<file path="config.mk">
export PLATFORM = sky130hd
export DESIGN_NAME = dual_switch_trigger_monitor_top
export DESIGN_NICKNAME = d
export VERILOG_FILES = /design/src/sv/dstm_pkg.sv /design/src/sv/dstm_csr.sv /design/src/sv/dstm_core.sv /design/src/sv/dual_switch_trigger_monitor_top.sv
export SDC_FILE = /design/constraint.sdc
export NUM_CORES = 1
export LEC_CHECK = 0
export BUFFER_PORTS_ARGS = -buffer_cell sky130_fd_sc_hd__buf_2
export CAP_MARGIN = 40
export CORE_MARGIN = 3
export CORE_UTILIZATION = 40
export CTS_CLUSTER_SIZE = 20
export DETAILED_ROUTE_END_ITERATION = 10
export GPL_ROUTABILITY_DRIVEN = 0
export GPL_TIMING_DRIVEN = 0
export SLEW_MARGIN = 20
export SYNTH_ARGS = -nofsm -noshare
export SYNTH_HDL_FRONTEND = slang
export SYNTH_SLANG_ARGS = --single-unit
</file>
<file path="constraint.sdc">
create_clock -name clock -period 3.2 [get_ports clock]
set_input_delay 0.16 -clock clock [delete_from_list [all_inputs] [get_ports clock]]
set_output_delay 0.16 -clock clock [all_outputs]
set_load 0.02 [all_outputs]
</file>
<file path="src/sv/dstm_pkg.sv">
// ---------------------------------------------------------------------------
// dstm_pkg
// Shared types and constants of the dual switch trigger monitor: phase
// codes, system state and request codes, register indexes and bundles.
// ---------------------------------------------------------------------------
package dstm_pkg;

   // widths fixed by the register map and the item fields
   localparam int LIMIT_WIDTH         = 16;
   localparam int CSR_INDEX_WIDTH     = 2;
   localparam int COUNT_WIDTH_DEFAULT = 16;

   // reset values of the limit registers
   localparam logic [LIMIT_WIDTH-1:0] DEBOUNCE_LIMIT_RESET = 16'd15;
   localparam logic [LIMIT_WIDTH-1:0] MISMATCH_LIMIT_RESET = 16'd3500;
   localparam logic                   PENDING_CHECK_RESET  = 1'b1;

   // monitor phases
   typedef enum logic [2:0] {
      PH_WAIT         = 3'd0,
      PH_DEBOUNCE     = 3'd1,
      PH_RELEASE      = 3'd2,
      PH_NOT_RELEASED = 3'd3,
      PH_SECOND       = 3'd4,
      PH_FAULT        = 3'd5
   } phase_type;

   // system state as reported with each poll
   typedef enum logic [1:0] {
      SYS_OTHER   = 2'd0,
      SYS_STANDBY = 2'd1,
      SYS_PENDING = 2'd2,
      SYS_FAULT   = 2'd3
   } sys_state_type;

   // requested system state
   typedef enum logic {
      REQ_FAULT   = 1'b0,
      REQ_STANDBY = 1'b1
   } req_state_type;

   // fault codes
   typedef enum logic [1:0] {
      CODE_CLEAR        = 2'd0,
      CODE_MALFUNCTION  = 2'd1,
      CODE_NOT_RELEASED = 2'd2
   } fault_code_type;

   // register indexes
   typedef enum logic [CSR_INDEX_WIDTH-1:0] {
      CSR_DEBOUNCE_LIMIT = 2'd0,
      CSR_MISMATCH_LIMIT = 2'd1,
      CSR_PENDING_CHECK  = 2'd2
   } csr_index_type;

   // configuration bundle
   typedef struct packed {
      logic [LIMIT_WIDTH-1:0] debounce_limit;
      logic [LIMIT_WIDTH-1:0] mismatch_limit;
      logic                   pending_check_enable;
   } cfg_type;

   // one poll
   typedef struct packed {
      logic       contact_a;
      logic       contact_b;
      logic       applicator_connected;
      logic [1:0] system_state;
      logic       fault_is_not_released;
      logic       tick;
   } item_type;

   // one result
   typedef struct packed {
      logic       pressed;
      logic       request_valid;
      logic       requested_state;
      logic [1:0] fault_code;
      logic [2:0] monitor_state;
   } result_type;

endpackage

</file>
<file path="src/sv/dstm_csr.sv">
// ---------------------------------------------------------------------------
// dstm_csr
// Configuration registers: debounce limit, mismatch limit and the pending
// check enable. Writes always complete; unknown indexes are dropped.
// ---------------------------------------------------------------------------
module dstm_csr (
   input  logic                                 clock,
   input  logic                                 reset,
   input  logic                                 csr_valid,
   output logic                                 csr_ready,
   input  logic [dstm_pkg::CSR_INDEX_WIDTH-1:0] csr_index,
   input  logic [dstm_pkg::LIMIT_WIDTH-1:0]     csr_wdata,
   output dstm_pkg::cfg_type                    cfg
);
   import dstm_pkg::*;

   cfg_type cfg_ff;

   assign csr_ready = 1'b1;
   assign cfg       = cfg_ff;

   // register file write
   always_ff @(posedge clock) begin
      if (reset) begin
         cfg_ff.debounce_limit       <= DEBOUNCE_LIMIT_RESET;
         cfg_ff.mismatch_limit       <= MISMATCH_LIMIT_RESET;
         cfg_ff.pending_check_enable <= PENDING_CHECK_RESET;
      end else if (csr_valid && csr_ready) begin
         case (csr_index_type'(csr_index))
            CSR_DEBOUNCE_LIMIT: cfg_ff.debounce_limit       <= csr_wdata;
            CSR_MISMATCH_LIMIT: cfg_ff.mismatch_limit       <= csr_wdata;
            CSR_PENDING_CHECK:  cfg_ff.pending_check_enable <= csr_wdata[0];
            default: begin
            end
         endcase
      end
   end

endmodule

</file>
<file path="src/sv/dstm_core.sv">
// ---------------------------------------------------------------------------
// dstm_core
// Trigger monitor state machine with its elapsed-time counter and press
// flag. State advances once per processed poll (step high).
// ---------------------------------------------------------------------------
module dstm_core #(
   parameter int COUNT_WIDTH = dstm_pkg::COUNT_WIDTH_DEFAULT
) (
   input  logic                 clock,
   input  logic                 reset,
   input  logic                 step,
   input  dstm_pkg::item_type   item,
   input  dstm_pkg::cfg_type    cfg,
   output dstm_pkg::result_type result
);
   import dstm_pkg::*;

   localparam int CMP_W = (COUNT_WIDTH > LIMIT_WIDTH) ? COUNT_WIDTH : LIMIT_WIDTH;
   localparam logic [COUNT_WIDTH-1:0] COUNT_MAX = {COUNT_WIDTH{1'b1}};

   phase_type              phase_ff, phase_in, phase_eff;
   logic [COUNT_WIDTH-1:0] count_ff, count_in;
   logic                   press_ff, press_in;
   logic                   restart;
   logic                   req;
   req_state_type          req_state;
   fault_code_type         code;

   logic          a_open, b_open, both_closed, both_open, any_open;
   logic          active, nr_exit;
   logic          debounce_over, mismatch_over;
   sys_state_type sys;

   // poll decode
   assign sys         = sys_state_type'(item.system_state);
   assign a_open      = item.contact_a;
   assign b_open      = item.contact_b;
   assign both_closed = !a_open && !b_open;
   assign both_open   = a_open && b_open;
   assign any_open    = a_open || b_open;
   assign active      = item.applicator_connected && (sys != SYS_FAULT);
   assign nr_exit     = (sys == SYS_FAULT) && item.fault_is_not_released && both_open;

   // limit compares use the count held before this poll
   assign debounce_over = CMP_W'(count_ff) > CMP_W'(cfg.debounce_limit);
   assign mismatch_over = CMP_W'(count_ff) > CMP_W'(cfg.mismatch_limit);

   // a press still held on entering standby forces the not-released phase
   assign phase_eff = (press_ff && (sys == SYS_STANDBY)) ? PH_NOT_RELEASED : phase_ff;

   // next phase
   always_comb begin
      phase_in = phase_ff;
      if (active) begin
         case (phase_eff)
            PH_WAIT: begin
               if (both_closed)     phase_in = PH_DEBOUNCE;
               else if (!both_open) phase_in = PH_SECOND;
               else                 phase_in = PH_WAIT;
            end
            PH_SECOND: begin
               if (both_closed)        phase_in = PH_DEBOUNCE;
               else if (both_open)     phase_in = PH_WAIT;
               else if (mismatch_over) phase_in = PH_FAULT;
               else                    phase_in = PH_SECOND;
            end
            PH_DEBOUNCE: begin
               if (debounce_over) phase_in = both_closed ? PH_RELEASE : PH_WAIT;
               else               phase_in = PH_DEBOUNCE;
            end
            PH_RELEASE: begin
               phase_in = any_open ? PH_WAIT : PH_RELEASE;
            end
            PH_NOT_RELEASED: begin
               // release wins over the pending fault
               if (any_open)
                  phase_in = PH_WAIT;
               else if (cfg.pending_check_enable && (sys == SYS_PENDING))
                  phase_in = PH_FAULT;
               else
                  phase_in = PH_NOT_RELEASED;
            end
            PH_FAULT: begin
               phase_in = both_open ? PH_WAIT : PH_FAULT;
            end
            default: phase_in = PH_WAIT;
         endcase
      end else if (nr_exit) begin
         phase_in = PH_WAIT;
      end
   end

   // press flag, counter restart and request
   always_comb begin
      press_in  = press_ff;
      restart   = 1'b0;
      req       = 1'b0;
      req_state = REQ_FAULT;
      code      = CODE_CLEAR;
      if (active) begin
         case (phase_eff)
            PH_WAIT: begin
               if (both_closed) begin
                  restart = 1'b1;
               end else begin
                  press_in = 1'b0;
                  restart  = !both_open;
               end
            end
            PH_SECOND: begin
               if (both_closed) begin
                  restart = 1'b1;
               end else if (both_open) begin
                  press_in = 1'b0;
               end else if (mismatch_over) begin
                  req  = 1'b1;
                  code = CODE_MALFUNCTION;
               end
            end
            PH_DEBOUNCE: begin
               if (debounce_over) press_in = both_closed;
            end
            PH_RELEASE: begin
               if (any_open) press_in = 1'b0;
            end
            PH_NOT_RELEASED: begin
               if (any_open) begin
                  press_in  = 1'b0;
                  req       = 1'b1;
                  req_state = REQ_STANDBY;
               end else if (cfg.pending_check_enable && (sys == SYS_PENDING)) begin
                  req  = 1'b1;
                  code = CODE_NOT_RELEASED;
               end
            end
            PH_FAULT: begin
               if (both_open) begin
                  press_in  = 1'b0;
                  req       = 1'b1;
                  req_state = REQ_STANDBY;
               end
            end
            default: begin
            end
         endcase
      end else if (nr_exit) begin
         press_in  = 1'b0;
         req       = 1'b1;
         req_state = REQ_STANDBY;
      end
   end

   // elapsed counter, saturating
   always_comb begin
      if (restart)
         count_in = '0;
      else if (item.tick && (count_ff != COUNT_MAX))
         count_in = count_ff + COUNT_WIDTH'(1);
      else
         count_in = count_ff;
   end

   // state registers
   always_ff @(posedge clock) begin
      if (reset) begin
         phase_ff <= PH_WAIT;
         count_ff <= '0;
         press_ff <= 1'b0;
      end else if (step) begin
         phase_ff <= phase_in;
         count_ff <= count_in;
         press_ff <= press_in;
      end
   end

   // result of this poll
   assign result.pressed         = press_in;
   assign result.request_valid   = req;
   assign result.requested_state = req_state;
   assign result.fault_code      = code;
   assign result.monitor_state   = phase_in;

endmodule

</file>
<file path="src/sv/dual_switch_trigger_monitor_top.sv">
// ---------------------------------------------------------------------------
// dual_switch_trigger_monitor_top
// Dual-contact trigger monitor: debounces a two-contact active-low trigger,
// flags contact mismatch and a trigger held into standby.
// ---------------------------------------------------------------------------
// Usage:
//   req_* carries one poll of the trigger per transfer (valid/stall). The
//   poll is captured in an input register, evaluated once the output register
//   can load, and its result loaded into it, shown on rsp_* (valid/stall).
//   Every poll gives exactly one result.
//   Throughput: one poll per cycle while rsp_stall is low; the state machine
//   and counter update once per poll.
//   When rsp_stall is high the result holds; the next poll waits in the
//   input register, and req_stall rises only once that register is full.
//   csr_* writes the limits (index 0 debounce, 1 mismatch, 2 pending check);
//   ready is always high. Write only while no poll is in flight.
//   Reset (synchronous, active high) empties both registers, returns the
//   monitor to wait with the counter and press cleared, and loads the
//   default limits.
// ---------------------------------------------------------------------------
module dual_switch_trigger_monitor_top #(
   parameter int COUNT_WIDTH = dstm_pkg::COUNT_WIDTH_DEFAULT
) (
   input  logic                                 clock,
   input  logic                                 reset,
   // poll channel
   input  logic                                 req_valid,
   output logic                                 req_stall,
   input  logic                                 req_contact_a,
   input  logic                                 req_contact_b,
   input  logic                                 req_applicator_connected,
   input  logic [1:0]                           req_system_state,
   input  logic                                 req_fault_is_not_released,
   input  logic                                 req_tick,
   // result channel
   output logic                                 rsp_valid,
   input  logic                                 rsp_stall,
   output logic                                 rsp_pressed,
   output logic                                 rsp_request_valid,
   output logic                                 rsp_requested_state,
   output logic [1:0]                           rsp_fault_code,
   output logic [2:0]                           rsp_monitor_state,
   // configuration channel
   input  logic                                 csr_valid,
   output logic                                 csr_ready,
   input  logic [dstm_pkg::CSR_INDEX_WIDTH-1:0] csr_index,
   input  logic [dstm_pkg::LIMIT_WIDTH-1:0]     csr_wdata
);
   import dstm_pkg::*;

   cfg_type    cfg;
   item_type   item_ff;
   logic       in_valid_ff;
   result_type result, result_ff;
   logic       out_valid_ff;
   logic       out_load, step, req_take;

   // pipeline control
   assign out_load  = !out_valid_ff || !rsp_stall;
   assign step      = in_valid_ff && out_load;
   assign req_stall = in_valid_ff && !out_load;
   assign req_take  = req_valid && !req_stall;

   // input register
   always_ff @(posedge clock) begin
      if (reset) begin
         in_valid_ff <= 1'b0;
      end else if (req_take || step) begin
         in_valid_ff <= req_take;
      end
   end

   always_ff @(posedge clock) begin
      if (req_take) begin
         item_ff.contact_a             <= req_contact_a;
         item_ff.contact_b             <= req_contact_b;
         item_ff.applicator_connected  <= req_applicator_connected;
         item_ff.system_state          <= req_system_state;
         item_ff.fault_is_not_released <= req_fault_is_not_released;
         item_ff.tick                  <= req_tick;
      end
   end

   // configuration registers
   dstm_csr u_csr (
      .clock     (clock),
      .reset     (reset),
      .csr_valid (csr_valid),
      .csr_ready (csr_ready),
      .csr_index (csr_index),
      .csr_wdata (csr_wdata),
      .cfg       (cfg)
   );

   // monitor state machine
   dstm_core #(
      .COUNT_WIDTH (COUNT_WIDTH)
   ) u_core (
      .clock  (clock),
      .reset  (reset),
      .step   (step),
      .item   (item_ff),
      .cfg    (cfg),
      .result (result)
   );

   // output register
   always_ff @(posedge clock) begin
      if (reset) begin
         out_valid_ff <= 1'b0;
      end else if (out_load) begin
         out_valid_ff <= step;
      end
   end

   always_ff @(posedge clock) begin
      if (step) begin
         result_ff <= result;
      end
   end

   assign rsp_valid           = out_valid_ff;
   assign rsp_pressed         = result_ff.pressed;
   assign rsp_request_valid   = result_ff.request_valid;
   assign rsp_requested_state = result_ff.requested_state;
   assign rsp_fault_code      = result_ff.fault_code;
   assign rsp_monitor_state   = result_ff.monitor_state;

`ifndef ASSERT_OFF
   // no request means no fault code and no requested state
   a_idle_request_clear: assert property (@(posedge clock) disable iff (reset)
      (rsp_valid && !rsp_request_valid) |->
         (rsp_fault_code == CODE_CLEAR && rsp_requested_state == REQ_FAULT))
      else $error("fault code or state set without a request");

   // a fault request always lands in the fault phase
   a_fault_request_phase: assert property (@(posedge clock) disable iff (reset)
      (rsp_valid && rsp_request_valid && rsp_requested_state == REQ_FAULT) |->
         (rsp_monitor_state == PH_FAULT && rsp_fault_code != CODE_CLEAR))
      else $error("fault request outside the fault phase");

   // a standby request returns to wait with the press dropped
   a_standby_request_wait: assert property (@(posedge clock) disable iff (reset)
      (rsp_valid && rsp_request_valid && rsp_requested_state == REQ_STANDBY) |->
         (rsp_monitor_state == PH_WAIT && !rsp_pressed && rsp_fault_code == CODE_CLEAR))
      else $error("standby request without return to wait");

   // a processed poll always shows up at the output
   a_step_to_output: assert property (@(posedge clock) disable iff (reset)
      step |=> out_valid_ff)
      else $error("processed poll lost before the output register");
`endif

endmodule

</file>
==> flow_metrics.env, run 1 <==
export IMPL_fillers=987
export IMPL_p_leak_nw=1.830
export IMPL_async_flop_share=0
export IMPL_ioPinCount=41
export IMPL_die_h_um=103.9
export IMPL_antenna_found_initial=0
export IMPL_fin_crit_sh=0.8064
export IMPL_ff2ff_path_depth=8
export IMPL_clock_root_buffer="clkbuf_8"
export IMPL_syn_nets=513
export IMPL_cap_viol_max_count=0
export IMPL_synth_warnings=0
export IMPL_synth_seq_area_share=0.4047
export IMPL_cts_tree="built"
export IMPL_numCtsBuffers=9
export IMPL_critPathRequiredTime_ns=3.29
export IMPL_clock_sinks=70
export IMPL_skew_ns=0.007950
export IMPL_dp_hpwl_um=6855
export IMPL_grt_max_degree=16
export IMPL_vdd_drop_max_uv=309.8
export IMPL_synth_cells=448
export IMPL_track_usage=0.1749
export IMPL_grt_pass1_wl_um=15170
export IMPL_crit_path_start_kind="flop"
export IMPL_multi_input_area_mm2=0.002048
export IMPL_vias=3261
export IMPL_layout_commonest_cell="nand2_1"
export IMPL_synth_edf_count=15
export IMPL_antenna_left=0
export IMPL_synth_cell_type_count=62
export IMPL_place_inst=615
export IMPL_start_util=0.4129
export IMPL_overflow=0
export IMPL_dr_pass1_iters=4
export IMPL_hold_violations=0
export IMPL_ys_flop_type="dfxtp_1"
export IMPL_maxSlewHeadroom=0.5820
export IMPL_hp_start="csr_wdata[8]"
export IMPL_setup_tns_ns=0
export IMPL_post_cts_buffers=0
export IMPL_regArea_mm2=0.001551
export IMPL_syn_area_mm2=0.003834
export IMPL_clk_pin_slew_ns=0.07
export IMPL_drive_above_1_share=0.1339
export IMPL_nNetsFinal=569
export IMPL_worst_ep_arrival_time_ns=2.68
export IMPL_cts_resized=0
export IMPL_p_per_area_mw_per_mm2=390.5
export IMPL_io_buffers=38
export IMPL_wl_per_cell_um=14.00
export IMPL_syn_area_per_cell_um2=8.557
export IMPL_ys_ff_latch=70
export IMPL_area_growth_pct=14.88
export IMPL_viasPerCell=5.119
export IMPL_critical_path_startpoint="u_core.count_ff[15]"
export IMPL_post_route_util=0.4744
export IMPL_status="finished clean"
export IMPL_path_max_fanout=5
export IMPL_rsz0062_at_grt="no"
export IMPL_period_needed_ns=2.581
export IMPL_fmax_mhz=387.5
export IMPL_endpoint_kind="flop"
export IMPL_cts_max_level=3
export IMPL_drt_iter0_drc=96
export IMPL_drc=0
export IMPL_crit_type="reg -> reg"
export IMPL_insertion_delay_ns=0.34
export IMPL_rows=35
export IMPL_dieWidth_um=103.9
export IMPL_r2r_slack_ns=0.62
export IMPL_hold_path_depth=2
export IMPL_n_antenna_cell=0
export IMPL_grt_pass1_vias=3202
export IMPL_synth_top_area_cell="dfxtp_1"
export IMPL_wirelength_um=8917
export IMPL_tightest_slew_ns=0.6270
export IMPL_coreArea_mm2=0.009284
export IMPL_whs_endpoint="u_csr.cfg[9]"
export IMPL_r2r_start="u_core.count_ff[15]"
export IMPL_hold_path_class="in -> reg"
export IMPL_die_area_mm2=0.01080
export IMPL_synth_area_leaders="dfxtp_1 29%, edfxtp_1 12%, ha_1 11%"
export IMPL_yosysTopAreaCellShare=0.2872
export IMPL_cts_buffer_depth=2
export IMPL_layout_common_cells="73 x nand2_1, 55 x dfxtp_1, 43 x nor2_1"
export IMPL_r2r_end="rsp_monitor_state[0]"
export IMPL_setup_violations=0
export IMPL_finalNonFillerCells=637
export IMPL_cts_hold_buffers=7
export IMPL_drv_slew=0
-- metrics by stage --
stage | instance area (µm²) | hold slack [ns] | setup slack [ns] | power [mW]
after floorplan | 3834 | 0.2589 | 0.9957 | 1.085
after global placement | 4185 | 0.3384 | 0.6592 | 1.147
after detailed placement | 4185 | 0.3392 | 0.6491 | 1.150
after CTS | 4404 | 0.01308 | 0.6362 | 1.746
after global routing | 4404 | 0.01804 | 0.4618 | 1.823
final | 4404 | 0.03215 | 0.6194 | 1.720
-- layer usage --
metal	vias up	track usage	part of all wire
li1	1675	-	-
met3	9	0.03973	0.048
met4	0	0.05603	0.011
met2	61	0.2841	0.47
met1	1516	0.2315	0.47
met5	-	0	0
-- cells by family after synthesis --
group	share of synthesized area
AO/OA/AOI/OAI	0.1567
XOR/XNOR	0.02056
adder cells (fa/ha/maj)	0.1142
buffers and inverters	0.06103
flip-flops	0.4047
multiplexers	0.002611
other	0.0009782
AND/OR/NAND/NOR	0.2392
-- registers in the layout, indices dropped and copies added, names as in the netlist --
signal	cells
rsp_pressed	1
rsp_valid	1
u_csr.cfg	33
u_core.press_ff	1
item_ff	7
rsp_request_valid	1
u_core.count_ff	16
rsp_monitor_state	3
u_core.phase_ff	3
rsp_requested_state	1
in_valid_ff	1
rsp_fault_code	2
-- area by class of cell --
class	instances	share of cell area
timing repair buffer	45	0.05909
inverter	40	0.03409
multi-input combinational	322	0.4651
clock buffer	13	0.03153
tap	129	0.03665
sequential	70	0.3523
buffer	16	0.01903
clock inverter	2	0.002273
-- power by group --
group | switching, mW | total (mW) | internal (mW)
Combinational | 0.115 | 0.191 | 0.0762
Clock | 0.308 | 0.584 | 0.276
Sequential | 0.0138 | 0.945 | 0.931
Total | 0.436 | 1.72 | 1.28
-- critical path, stage by stage (launching register included) --
cell	delay (ns)
dfxtp_1	0.37
ha_1	0.35
nand4_2	0.13
or4_4	0.56
a21oi_2	0.17
nor4_2	0.09
o21ai_1	0.32
a31oi_1	0.16
a21o_1	0.18
-- synth_stat cells, types with 5 or more instances --
| cell | count |
|---|---|
| nand3_1 | 10 |
| or3_1 | 6 |
| edfxtp_1 | 15 |
| a21o_1 | 5 |
| a211o_1 | 12 |
| inv_1 | 39 |
| clkbuf_1 | 11 |
| dfxtp_1 | 55 |
| ha_1 | 35 |
| nand4_1 | 10 |
| nor2_1 | 43 |
| a21oi_1 | 41 |
| xor2_1 | 5 |
| o21ai_0 | 12 |
| nor2b_1 | 5 |
| nand2_1 | 73 |
-- how the worst max path moves through the flow --
| stage | endpoint | cells after the start |
|---|---|---|
| 2_1_floorplan | rsp_monitor_state[0] | 9 |
| 3_3_place_gp | rsp_monitor_state[0] | 9 |
| 3_5_place_dp | rsp_monitor_state[0] | 9 |
| 4_1_cts | rsp_monitor_state[0] | 9 |
| 5_1_grt | rsp_monitor_state[0] | 8 |
| 6_report | rsp_monitor_state[0] | 8 |
Power figures use the tool's default switching activity.
==> run 2, diff against run 1 <==
==> constraint.sdc (replaced) <==
create_clock -name clock -period 2.3 [get_ports clock]
set_input_delay 0.115 -clock clock [delete_from_list [all_inputs] [get_ports clock]]
set_output_delay 0.115 -clock clock [all_outputs]
set_load 0.02 [all_outputs]
==> run 2 against run 1 <==
Compared with the run above:
- the flow now finishes with violations (negative setup slack)
- first-iteration DRC count rose by 45%
- clock-buffer cell count is the same
- final cell count rose by 2.7%
- combinational power increased by 59%
- cell area grew 9.1%
- worst hold slack lost 0.016 ns
- clock skew about the same
- worst setup slack worse by 0.68 ns
- critical path type unchanged
- critical endpoint unchanged
- largest power group unchanged
==> flow_metrics.env, run 2 (synthesis gave the netlist of run 1 again) <==
export IMPL_finalWorstSetupSlack_ns=-0.05640
export IMPL_fin_crit_sh=1.025
export IMPL_cts_buffer_depth=2
export IMPL_path_max_fanout=3
export IMPL_antenna_found_initial=0
export IMPL_whs_ns=0.01656
export IMPL_die_h_um=103.9
export IMPL_seqPwrFrac=0.538
export IMPL_dp_hpwl_um=6855
export IMPL_fmax_mhz=424.4
export IMPL_tightest_slew_ns=0.6676
export IMPL_viasPerCell=5.200
export IMPL_worst_ep_arrival_time_ns=2.46
export IMPL_vias=3401
export IMPL_dieWidth_um=103.9
export IMPL_clock_sinks=70
export IMPL_antenna_left=0
export IMPL_setup_violations=3
export IMPL_setup_tns_ns=-0.1323
export IMPL_grt_pass1_vias=3326
export IMPL_vdd_drop_max_uv=424.3
export IMPL_track_usage=0.1824
export IMPL_numCtsBuffers=9
export IMPL_grt_max_degree=16
export IMPL_nNetsFinal=586
export IMPL_multi_input_area_mm2=0.002258
export IMPL_hold_path_class="in -> reg"
export IMPL_r2r_start="u_core.count_ff[7]"
export IMPL_ff2ff_path_depth=8
export IMPL_hold_violations=0
export IMPL_p_leak_nw=1.937
export IMPL_coreArea_mm2=0.009284
export IMPL_clk_pin_slew_ns=0.07
export IMPL_cts_tree="built"
export IMPL_post_route_util=0.5177
export IMPL_skew_ns=0.008197
export IMPL_internal_power_mw=1.806
export IMPL_critPathRequiredTime_ns=2.40
export IMPL_overflow=0
export IMPL_p_comb_frac=0.124
export IMPL_postPlaceCellArea_mm2=0.004185
export IMPL_cap_viol_max_count=0
export IMPL_place_inst=615
export IMPL_endpoint_kind="flop"
export IMPL_fillers=936
export IMPL_fin_area_mm2=0.004806
export IMPL_crit_path_start_kind="flop"
export IMPL_dr_pass1_iters=4
export IMPL_drive_above_1_share=0.2267
export IMPL_rsz0062_at_grt="yes"
export IMPL_r2r_end="rsp_monitor_state[0]"
export IMPL_rows=35
export IMPL_regArea_mm2=0.001585
export IMPL_cts_max_level=3
export IMPL_r2r_slack_ns=-0.06
export IMPL_hp_start="csr_wdata[4]"
export IMPL_insertion_delay_ns=0.35
export IMPL_n_antenna_cell=0
export IMPL_drv_slew=0
export IMPL_ioPinCount=41
export IMPL_violations="negative setup slack"
export IMPL_status="complete, but fails checks"
export IMPL_maxSlewHeadroom=0.5550
export IMPL_p_per_area_mw_per_mm2=507.7
export IMPL_start_util=0.4129
export IMPL_io_buffers=38
export IMPL_period_needed_ns=2.356
export IMPL_wirelength_um=9568
export IMPL_die_area_mm2=0.01080
export IMPL_power_switching_mw=0.6341
export IMPL_whs_endpoint="u_csr.cfg[21]"
export IMPL_layout_common_cells="71 x nand2_1, 43 x nor2_1, 40 x a21oi_1"
export IMPL_drc=0
export IMPL_clockPowerShare=0.338
export IMPL_clock_root_buffer="clkbuf_8"
export IMPL_drt_iter0_drc=139
export IMPL_finalNonFillerCells=654
export IMPL_wl_per_cell_um=14.63
export IMPL_largest_reg_flops=33
export IMPL_power_share_switching=0.2599
export IMPL_layout_commonest_cell="nand2_1"
export IMPL_area_growth_pct=25.36
export IMPL_hold_path_depth=3
export IMPL_grt_pass1_wl_um=15830
export IMPL_crit_type="reg -> reg"
## run 2: cell count changes in the layout (fill, tap and decap cells not counted), sizes merged
cell and delta:
dlygate4sd3 +12, buf +5
## run 2: worst max path at each step
stage	start	endpoint	slack, ns	cells after the start
3_3_place_gp	u_csr.cfg[32]	rsp_monitor_state[0]	-0.24	9
3_5_place_dp	u_csr.cfg[30]	rsp_monitor_state[0]	-0.25	9
6_report	u_core.count_ff[7]	rsp_monitor_state[0]	-0.06	8
2_1_floorplan	u_csr.cfg[31]	rsp_monitor_state[0]	0.1	9
4_1_cts	u_core.count_ff[5]	rsp_monitor_state[0]	-0.02	8
5_1_grt	u_core.count_ff[6]	rsp_request_valid	-0.13	8
## run 2: critical path, stage by stage (launching register included)
cell,delay [ns]
dfxtp_4,0.38
ha_4,0.27
nand4_1,0.09
or4_4,0.57
a21oi_4,0.17
nor4_4,0.07
o21ai_2,0.25
a31oi_2,0.13
a21o_1,0.17
## run 2: what timing repair did
action,4_1_cts,5_1_grt
setup endpoints to repair,8,13
hold endpoints to repair,24,0
resized for setup,28,28
setup buffers,2,3
pin swaps,9,7
hold buffers,19,0
## run 2: power groups by stage
| stage | clock [mW] | combinational (mW) | sequential (mW) |
|---|---|---|---|
| 4_1_cts | 0.848 | 0.293 | 1.31 |
| 6_report | 0.824 | 0.303 | 1.31 |
| 3_5_place_dp | 0 | 0.257 | 1.34 |
| 2_1_floorplan | 0 | 0.163 | 1.35 |
| 5_1_grt | 0.918 | 0.339 | 1.32 |
| 3_3_place_gp | 0 | 0.254 | 1.34 |
## run 2: final cells by class
cell class / count / share of cell area
buffer: 16 / 0.01744
inverter: 40 / 0.03124
tap: 129 / 0.03359
clock inverter: 2 / 0.002083
multi-input combinational: 322 / 0.4699
sequential: 70 / 0.3299
clock buffer: 13 / 0.02890
timing repair buffer: 62 / 0.08696
## run 2: metrics by stage
step / total power [mW] / setup WS (ns)
after floorplan: 1.509 / 0.09571
after global placement: 1.595 / -0.2408
after detailed placement: 1.599 / -0.2509
after CTS: 2.453 / -0.01787
after global routing: 2.574 / -0.1286
final: 2.440 / -0.05640
## run 2: routing by layer
metal,share of wire,vias up,track usage,wire length [µm]
li1,-,1706,-,-
met1,0.46,1599,0.2374,4399
met2,0.47,77,0.3004,4511
met3,0.054,19,0.04097,514
met4,0.015,0,0.06078,142
met5,0,-,0,0
==> run 3, diff against run 2 <==
--- a/config.mk
+++ b/config.mk
@@ -5,6 +5,7 @@
 export SDC_FILE = /design/constraint.sdc
 export NUM_CORES = 1
 export LEC_CHECK = 0
+export ABC_AREA = 1
 export BUFFER_PORTS_ARGS = -buffer_cell sky130_fd_sc_hd__buf_2
 export CAP_MARGIN = 40
 export CORE_MARGIN = 3
==> run 3 against run 2 <==
Compared with the run above:
- the flow now finishes without violations
- sequential share of layout area rose by 0.54 points
- global-route usage is 0.99 points lower
- flip-flop and latch count unchanged
- combinational power grew 10%
- non-clock buffer count shrank 14
==> flow_metrics.env, run 3 <==
export IMPL_synth_top_cells_by_count="94 x nand2_1, 76 x inv_1, 56 x a21oi_1, 55 x dfxtp_1, 35 x ha_1"
export IMPL_synth_cells=495
export IMPL_largest_reg_flops=33
export IMPL_vdd_drop_max_uv=331.4
export IMPL_wl_per_cell_um=13.42
export IMPL_whs_ns=0.02826
export IMPL_grt_pass1_wl_um=15320
export IMPL_cap_viol_max_count=0
export IMPL_critical_path_startpoint="u_core.count_ff[10]"
export IMPL_crit_type="reg -> reg"
export IMPL_die_h_um=105.2
export IMPL_clock_root_buffer="clkbuf_8"
export IMPL_cp_num_buf_inv=1
export IMPL_drive_above_1_share=0.1489
export IMPL_cts_max_level=3
export IMPL_synth_edf_count=15
export IMPL_vias=3427
export IMPL_synth_most_common_cell="nand2_1"
export IMPL_coreArea_mm2=0.009415
export IMPL_cts_resized=0
export IMPL_syn_area_per_cell_um2=7.955
export IMPL_viasPerCell=4.945
export IMPL_hp_start="csr_wdata[1]"
export IMPL_dp_hpwl_um=7198
export IMPL_status="finished clean"
export IMPL_max_stage_delay_ns=0.43
export IMPL_synth_cell_type_count=45
export IMPL_syn_nets=560
export IMPL_setup_violations=0
export IMPL_start_util=0.4182
export IMPL_setup_tns_ns=0
export IMPL_ys_ff_latch=70
export IMPL_layout_common_cells="94 x nand2_1, 76 x inv_1, 56 x a21oi_1"
export IMPL_maxSlewHeadroom=0.6044
export IMPL_synth_area_leaders="dfxtp_1 28%, edfxtp_1 11%, ha_1 11%"
export IMPL_nNetsFinal=624
export IMPL_grt_pass1_vias=3245
export IMPL_overflow=0
export IMPL_period_needed_ns=2.118
export IMPL_hold_violations=0
export IMPL_numCtsBuffers=9
export IMPL_synth_top_area_cell="dfxtp_1"
export IMPL_cts_tree="built"
export IMPL_layout_commonest_cell="nand2_1"
export IMPL_dieWidth_um=105.2
export IMPL_clk_pin_slew_ns=0.08
export IMPL_fmax_mhz=472.2
export IMPL_synth_warnings=0
export IMPL_n_antenna_cell=0
export IMPL_crit_slowest_cell="dfxtp_1"
export IMPL_antenna_found_initial=0
export IMPL_p_per_area_mw_per_mm2=570.0
export IMPL_yosysTopAreaCellShare=0.2796
export IMPL_drc=0
export IMPL_io_buffers=39
export IMPL_ys_flop_type="dfxtp_1"
export IMPL_fin_crit_sh=0.9207
export IMPL_async_flop_share=0
export IMPL_critPathTopFamily="simple AND/OR/NAND/NOR gates"
export IMPL_rows=35
export IMPL_die_area_mm2=0.01107
export IMPL_cp_cell_sequence="ha_1 > nand4_1 > nor3_1 > nand4_1 > nand3_1 > o21ai_0 > nand2_1 > nand2_1 > o21ai_0 > inv_1"
export IMPL_synth_seq_area_share=0.3940
export IMPL_critPathRequiredTime_ns=2.55
export IMPL_clock_sinks=70
export IMPL_wirelength_um=9299
export IMPL_worst_ep_arrival_time_ns=2.37
export IMPL_endpoint_kind="flop"
export IMPL_ioPinCount=41
export IMPL_grt_max_degree=14
export IMPL_area_growth_pct=17.54
export IMPL_insertion_delay_ns=0.35
export IMPL_cts_buffer_depth=2
export IMPL_syn_area_mm2=0.003938
export IMPL_drt_iter0_drc=147
export IMPL_drv_slew=0
export IMPL_skew_ns=0.01161
export IMPL_tightest_slew_ns=0.5902
export IMPL_hold_path_class="in -> reg"
export IMPL_crit_path_start_kind="flop"
export IMPL_dr_pass1_iters=8
export IMPL_p_leak_nw=2.218
export IMPL_path_max_fanout=9
export IMPL_antenna_left=0
export IMPL_rsz0062_at_grt="no"
export IMPL_r2r_start="u_core.count_ff[10]"
export IMPL_track_usage=0.1725
-- run 3: worst register-to-register path: cells and delay by family, from the launching register on --
kind	cells	cell delay [ns]
DFF	1	0.43
adders and majority gates	1	0.37
and+or+nand+nor	6	0.93
buffers and inverters	1	0.05
AOI/OAI and AO/OA	2	0.24
-- run 3: layout make-up --
class,instances,area (µm²)
Multi-Input combinational cell,334,2023
Tap cell,129,161.4
Inverter,80,302.8
Timing Repair Buffer,53,335.3
Fill cell,940,4787
Clock inverter,4,27.53
Clock buffer,12,166.4
Buffer,11,60.06
Sequential cell,70,1551
-- run 3: metal layers --
layer,up-vias,part of all wire,GRT usage
li1,1780,-,-
met1,1569,0.48,0.2283
met2,68,0.46,0.2746
met3,10,0.040,0.04348
met4,0,0.014,0.05811
met5,-,0,0
-- run 3: logic make-up after synthesis --
| family | after synthesis | share of synthesized area |
|---|---|---|
| xor gates and xnor gates | 4 | 0.008899 |
| buffers and inverters | 91 | 0.09215 |
| adders and majority gates | 35 | 0.1112 |
| other | 1 | 0.0009524 |
| AOI/OAI and AO/OA | 113 | 0.1611 |
| DFF | 70 | 0.3940 |
| and+or+nand+nor | 181 | 0.2317 |
-- run 3: repair_timing --
action                                  in CTS  in global routing
hold buffers                                14                  0
setup buffers                                0                  0
hold endpoints to repair                    16                  0
endpoints found under the setup margin       0                  0
-- run 3: final timing paths --
| kind | end | slack [ns] | depth (start not counted) |
|---|---|---|---|
| setup / recovery | u_core.phase_ff[1] | 0.18 | 10 |
| setup reg to reg | u_core.phase_ff[1] | 0.18 | 10 |
| hold / removal | u_csr.cfg[18] | 0.03 | 3 |
| hold reg to reg | u_csr.cfg[14] | 0.46 | 2 |
-- run 3: metrics by stage --
| stage | cells | area (µm²) | utilization | total power [mW] | setup WS [ns] |
|---|---|---|---|---|---|
| finish | 693 | 4628 | 0.4916 | 2.638 | 0.1824 |
| detailed placement | 663 | 4294 | 0.4561 | 1.678 | 0.2286 |
| global route | 693 | 4628 | 0.4916 | 2.773 | 0.08759 |
| CTS | 693 | 4628 | 0.4916 | 2.673 | 0.2208 |
| global placement | 663 | 4294 | 0.4561 | 1.670 | 0.2549 |
| floorplan | 495 | 3938 | - | 1.575 | 0.5756 |
-- run 3: power breakdown --
group          switching [mW]  internal (mW)
Sequential             0.0248           1.31
Clock                   0.481          0.490
Combinational           0.207          0.127
Total                   0.712           1.93
